==> config.mk <==
export PLATFORM = sky130hd
export DESIGN_NAME = gmp_floor_div
export DESIGN_NICKNAME = d
export VERILOG_FILES = /design/src/design/graph_mean_pooling_macros.svh /design/src/design/gmp_pkg.sv /design/src/design/gmp_floor_div.sv
export SDC_FILE = /design/constraint.sdc
export NUM_CORES = 2
export LEC_CHECK = 0
export BUFFER_PORTS_ARGS = -buffer_cell sky130_fd_sc_hd__buf_4
export CELL_PAD_IN_SITES_DETAIL_PLACEMENT = 0
export CELL_PAD_IN_SITES_GLOBAL_PLACEMENT = 1
export CORE_MARGIN = 3
export CORE_UTILIZATION = 25
export DETAILED_ROUTE_END_ITERATION = 16
export GPL_TIMING_DRIVEN = 0
export PLACE_DENSITY_LB_ADDON = 0.1
export SYNTH_ARGS = -nofsm -noshare
export SYNTH_HDL_FRONTEND = slang
export SYNTH_SLANG_ARGS = --single-unit
export TNS_END_PERCENT = 10
==> constraint.sdc <==
create_clock -name clk -period 3 [get_ports clk]
set_input_delay 0.3 -clock clk [delete_from_list [all_inputs] [get_ports clk]]
set_output_delay 0.3 -clock clk [all_outputs]
set_load 0.005 [all_outputs]
==> src/design/graph_mean_pooling_macros.svh <==
// ----------------------------------------------------------------------------
// Graph mean pooling assertion macros
// Concurrent assertion wrappers, sampled on clk and held off during arst_n.
// ----------------------------------------------------------------------------
`ifndef GRAPH_MEAN_POOLING_MACROS_SVH
`define GRAPH_MEAN_POOLING_MACROS_SVH

`ifndef SYNTHESIS

`define GMP_ASSERT(lbl, prop) \
	lbl: assert property (@(posedge clk) disable iff (!arst_n) prop) \
		else $error("graph_mean_pooling assertion failed");

`define GMP_ASSERT_NEXT(lbl, ante, cons) \
	lbl: assert property (@(posedge clk) disable iff (!arst_n) (ante) |=> (cons)) \
		else $error("graph_mean_pooling assertion failed");

`else

`define GMP_ASSERT(lbl, prop)

`define GMP_ASSERT_NEXT(lbl, ante, cons)

`endif

`endif

==> src/design/gmp_pkg.sv <==
// ----------------------------------------------------------------------------
// Graph mean pooling package
// Word types of the two streams and constants shared by the design files.
// ----------------------------------------------------------------------------
package gmp_pkg;

	localparam int ELEM_W = 32;
	localparam int DIM_W  = 6;
	localparam int CNT_W  = 13;

	typedef struct packed {
		logic signed [ELEM_W-1:0] elem_value;
		logic [DIM_W-1:0]         dim_index;
		logic                     first_node;
		logic                     last_node;
	} gmp_elem_t;

	typedef struct packed {
		logic signed [ELEM_W-1:0] mean_value;
		logic [DIM_W-1:0]         out_dim;
	} gmp_mean_t;

	typedef struct packed {
		logic             valid;
		logic [DIM_W-1:0] dim;
	} gmp_tag_t;

endpackage

==> src/design/gmp_floor_div.sv <==
// ----------------------------------------------------------------------------
// Graph mean pooling floor divider
// Pipelined restoring divider, one quotient bit per stage, rounding to minus
// infinity for a signed dividend and a positive divisor.
// ----------------------------------------------------------------------------
module gmp_floor_div #(
	parameter int W = 32
) (
	input  logic                     clk,
	input  logic                     arst_n,
	input  logic                     adv,
	input  logic [gmp_pkg::CNT_W-1:0] div,
	input  gmp_pkg::gmp_tag_t        in_tag,
	input  logic [W-1:0]             num,
	output gmp_pkg::gmp_tag_t        out_tag,
	output logic [W-1:0]             quo
);
	import gmp_pkg::*;

	gmp_tag_t         tag_s [0:W];
	logic             neg_s [0:W];
	logic [W-1:0]     nq_s  [0:W];
	logic [CNT_W-1:0] rem_s [0:W];

	always_ff @(posedge clk or negedge arst_n) begin
		if (!arst_n) begin
			tag_s[0] <= '0;
		end else if (adv) begin
			tag_s[0] <= in_tag;
		end
	end

	// A negative dividend s is divided as ~s and the quotient inverted back.
	always_ff @(posedge clk) begin
		if (adv) begin
			neg_s[0] <= num[W-1];
			nq_s[0]  <= num[W-1] ? ~num : num;
			rem_s[0] <= '0;
		end
	end

	for (genvar k = 0; k < W; k++) begin : g_step
		logic [CNT_W:0] trial;
		logic [CNT_W:0] diff;
		logic           ge;

		assign trial = {rem_s[k], nq_s[k][W-1]};
		assign diff  = trial - {1'b0, div};
		assign ge    = trial >= {1'b0, div};

		always_ff @(posedge clk or negedge arst_n) begin
			if (!arst_n) begin
				tag_s[k+1] <= '0;
			end else if (adv) begin
				tag_s[k+1] <= tag_s[k];
			end
		end

		always_ff @(posedge clk) begin
			if (adv) begin
				neg_s[k+1] <= neg_s[k];
				nq_s[k+1]  <= {nq_s[k][W-2:0], ge};
				rem_s[k+1] <= ge ? diff[CNT_W-1:0] : trial[CNT_W-1:0];
			end
		end
	end

	assign out_tag = tag_s[W];
	assign quo     = neg_s[W] ? ~nq_s[W] : nq_s[W];

endmodule
* Word level (Yosys, flattened, before mapping)
Memories as Yosys holds them, arrays and structs flattened. Index checks and enable logic that the tools add are counted.
Operators by class: $lt $le $gt $ge 32, $add $sub $neg 32, multiplexer cells 36, bitwise gates (word level) 2
Operators by type and width (number):
- $ge 14x13->1 | 32
- $mux 13 | 32
- $sub 13x13->13 | 32
- $mux 32 | 2
- $not 32->32 | 2
- $mux 1 | 2
Word-level totals: bits of input ports 55, memories 3, memory bits (writable) 1518, word-level logic and storage cells 171, output and inout bits 39, register bits 231
Memories:
- nq_s | depth 33, bits a word 32, read ports 33, clocked after Yosys merged registers in 0, wr ports 33, RTL line gmp_floor_div.sv:22 | logic [W-1:0] nq_s [0:W];
- rem_s | depth 33, bits a word 13, read ports 32, clocked after Yosys merged registers in 0, wr ports 33, RTL line gmp_floor_div.sv:23 | logic [CNT_W-1:0] rem_s [0:W];
- neg_s | depth 33, bits a word 1, read ports 33, clocked after Yosys merged registers in 0, wr ports 33, RTL line gmp_floor_div.sv:21 | logic neg_s [0:W];

* Logic depth before layout (Yosys ltp)
word-level depth 2, gate-level depth with buffers 11, gate-level depth less buffers 10

* Least setup slack after synthesis
OpenSTA, ideal clock, no wires.
path type in2reg, start in div[2] (netlist name), end mem rem_s[10][11] (netlist: rem_s[0][141]), data pin, required time 2.740 ns, path slack -0.318 ns, path buffers 1, library setup time 0.260 ns, data arrival time 3.058 ns, cell stages on the path 10, path through inv_1 > ha_1 > nor2b_1 > o21ai_1 > a21oi_1 > a211oi_2 > o211ai_1 > a311oi_4 > buf_6 > mux2_2
RTL lines:
- start: declaration | RTL line gmp_floor_div.sv:12 | input logic [gmp_pkg::CNT_W-1:0] div,
- end: declaration | RTL line gmp_floor_div.sv:23

==> flow_metrics.tcl <==
set metrics [dict create \
    synthToLayoutAreaGrowth_pct 19.48 \
    finClkSkew_ns 0.08480 \
    crit_fanout 10 \
    finish.utilization 0.3013 \
    place.gp.congestion 0.7671 \
    ys_ff_latch 1723 \
    tightest_slew_ns 1.180 \
    die_h_um 562.3 \
    io_buffers 93 \
    drt-initial-drc-count 2290 \
    synth_edf_count 1492 \
    h-tree-depth 4 \
    wl_per_cell_um 17.74 \
    clkLatencyLatePin_ns 0.91 \
    cp_slowest_stage_delay_ns 0.44 \
    fmax_mhz 328.3 \
    synth_ff_type "edfxtp_1" \
    power_density_nw_per_um2 981.2 \
    fin_crit_sh 1.015 \
    violations "setup timing" \
    rsz0062_at_grt "yes" \
    antenna_found_initial 3 \
    syn_inst 5067 \
    yosys.area.top_type_share 0.5791 \
    grt_pass1_wl_um 266900 \
    synth_top_area_cell "edfxtp_1" \
    arrival_ns 3.66 \
    post_drt_via_cell_ratio 4.290 \
    worst_ep_required_time_ns 3.62 \
    hpwlAfterDp_um 111000 \
    clkSlewWorstSetupHoldPaths_ns 0.06 \
    crit_path_start_kind "register" \
    design.core.area_um2 306800 \
    grt_use_total 0.1080 \
    cts_root_buffer "clkbuf_16" \
    path_class "register to register" \
    yosys_warnings 0 \
    drtPass1Iterations 5 \
    synth_fp_nets 5557 \
    status "complete, but fails checks" \
    cts_tree "built" \
    netlist_area_um2 77370 \
    finalCriticalPeriod_ns 3.046 \
    cap_violations 0 \
    power_mw 90.70 \
    drive_above_1_share 0.1829 \
    p_leak_nw 34.31 \
    async_flop_share 0.1341 \
    num_vias 41920 \
    peakVddDrop_uv 489.1 \
    path_cells "inv_2 > ha_1 > fa_2 > nor2b_1 > o21ai_1 > nand2_1 > a311oi_2 > a21oi_2 > nor4_4 > buf_6 > mux2_1" \
    ys_top_cells_by_area "edfxtp_1, dfrtp_1, ha_1, mux2_2, mux2_1" \
    setup_violations 13 \
    start_util 0.2521 \
    cts_made_buffers 210 \
    drtAntennaViolNets 0 \
    yosysSeqAreaShare 0.6538 \
    drc 0 \
    clockBufferDepth 4 \
    die_area_um2 316200 \
    final_net_count 5996 \
    row_count 203 \
    avgSynthCellArea_um2 15.27 \
    slew_headroom 0.2133 \
    num_io_pins 94 \
    clock_sinks 1723 \
    finalHoldViolCount 0 \
    end_kind "register" \
    ys_types 85 \
    fp.dieW_um 562.3 \
    timing.final.ws_setup_ns -0.04561 \
    drt_wl_total_um 173400 \
    gr-total-overflow 0 \
    drv_slew 0 \
    grt_pass1_vias 43690 \
    min_path_type "input pin to register" \
    grt_max_degree 170 \
    worst_path_max_delay_cell "nor4_4" \
]
==> Yosys cell counts, drive strengths merged, types with 8 or more instances <==
master / number
ha: 405
inv: 163
a211o: 10
a221o: 17
nor4: 19
nand2b: 55
a22o: 9
o21a: 72
nand3: 49
mux2i: 73
a21boi: 25
nor2: 192
nor3: 95
nor2b: 77
xor2: 170
nand2: 160
fa: 30
mux2: 516
or2: 21
o211ai: 31
o311ai: 9
and2: 24
clkbuf: 63
nand4: 61
o31a: 19
o31ai: 30
o221ai: 8
a31oi: 25
xnor2: 157
a211oi: 51
a311oi: 19
buf: 37
a21o: 115
a21oi: 205
a221oi: 8
and3: 27
edfxtp: 1492
o21ai: 195
o2111a: 8
dfrtp: 231
or3: 15
==> logic make-up after synthesis <==
| group | Yosys count | synth area share |
|---|---|---|
| DFF | 1723 | 0.6538 |
| and+or+nand+nor | 826 | 0.05625 |
| buffers and inverters | 263 | 0.01451 |
| other | 1 | 0.00004847 |
| xor gates and xnor gates | 327 | 0.03702 |
| AOI/OAI and AO/OA | 903 | 0.08054 |
| adders and majority gates | 435 | 0.07326 |
| muxes | 589 | 0.08455 |
==> metal layers <==
layer	track usage	vias up	wire length [um]
met5	0	-	0
li1	-	20440	-
met4	0.03799	0	5495
met3	0.01722	283	5604
met2	0.1779	516	81480
met1	0.1436	20680	80790
==> critical path, delay by kind of cell (launching register included) <==
family	cells	cell delay, ns
AOI/OAI and AO/OA	3	0.64
and+or+nand+nor	3	0.61
adders and majority gates	2	0.43
DFF	1	0.38
buffers and inverters	2	0.36
muxes	1	0.35
==> flip-flops by register name, summed over array words and instances, names as in the netlist <==
signal,cells
nq_s,1056
rem_s,403
tag_s,224
neg_s,33
out_tag,7
==> final cells by class <==
cell class | instances | area [um^2]
Clock inverter | 119 | 1285
Inverter | 163 | 648.1
Clock buffer | 256 | 5542
Buffer | 99 | 626.9
Fill cell | 30550 | 214400
Sequential cell | 1723 | 50580
Multi-Input combinational cell | 3081 | 26070
Timing Repair Buffer | 228 | 2544
Antenna cell | 3 | 7.507
Tap cell | 4100 | 5130
==> cells in the final DEF, fill, tap and decap left out, types with 68 or more instances in the layout <==
master     count
a21o_1       115
a21oi_1      183
buf_4        150
clkbuf_1      93
clkbuf_16    213
dfrtp_1      231
edfxtp_1    1492
ha_1         399
inv_1        139
mux2_1       162
mux2_2       354
mux2i_1       72
nand2_1      159
nor2_1       192
nor2b_1       73
nor3_1        93
o21a_1        68
o21ai_0      162
xnor2_1      157
xor2_1       170
==> path summary, 6_finish.rpt <==
kind / slack [ns] / startpoint / to / cells past startpoint
worst max register to register: -0.05 / nq_s[19][31] / rem_s[0][270] / 11
worst min register to register: 0.34 / nq_s[1][13] / nq_s[2][14] / 0
max in group asynchronous: 1.97 / arst_n / tag_s[161] / 4
min in group asynchronous: 0.55 / arst_n / tag_s[195] / 4
worst min-delay path: 0.12 / adv / nq_s[5][12] / 3
worst max-delay path: -0.05 / nq_s[19][31] / rem_s[0][270] / 11
==> metrics by stage <==
step | cell area [um^2] | TNS, ns | setup slack (ns) | hold WS [ns] | cells
floorplan | 77410 | -21.40 | -0.2031 | 0.004409 | 5067
global placement | 83230 | - | -13.81 | 0.4002 | 9260
detailed placement | 83980 | -1109.24 | -1.593 | 0.2946 | 9288
CTS | 92070 | -6.788 | -0.2300 | 0.03313 | 9741
global route | 92430 | -13.58 | -0.1720 | 0.09603 | 9770
finish | 92440 | -0.3358 | -0.04561 | 0.1246 | 9772
==> report_power, final <==
part           internal [mW]  switching, mW
Combinational           14.3           15.7
Sequential              32.9           2.63
Clock                   14.9           10.3
==> timing repair <==
item / in CTS / in global routing
setup buffers: 23 / 27
hold endpoints to repair: 333 / 0
gates cloned: 2 / 1
resized for setup: 94 / 41
hold buffers: 54 / 0
endpoints found under the setup margin: 695 / 258
pin swaps: 45 / 15
No activity file was read; power rests on OpenSTA's default activity.
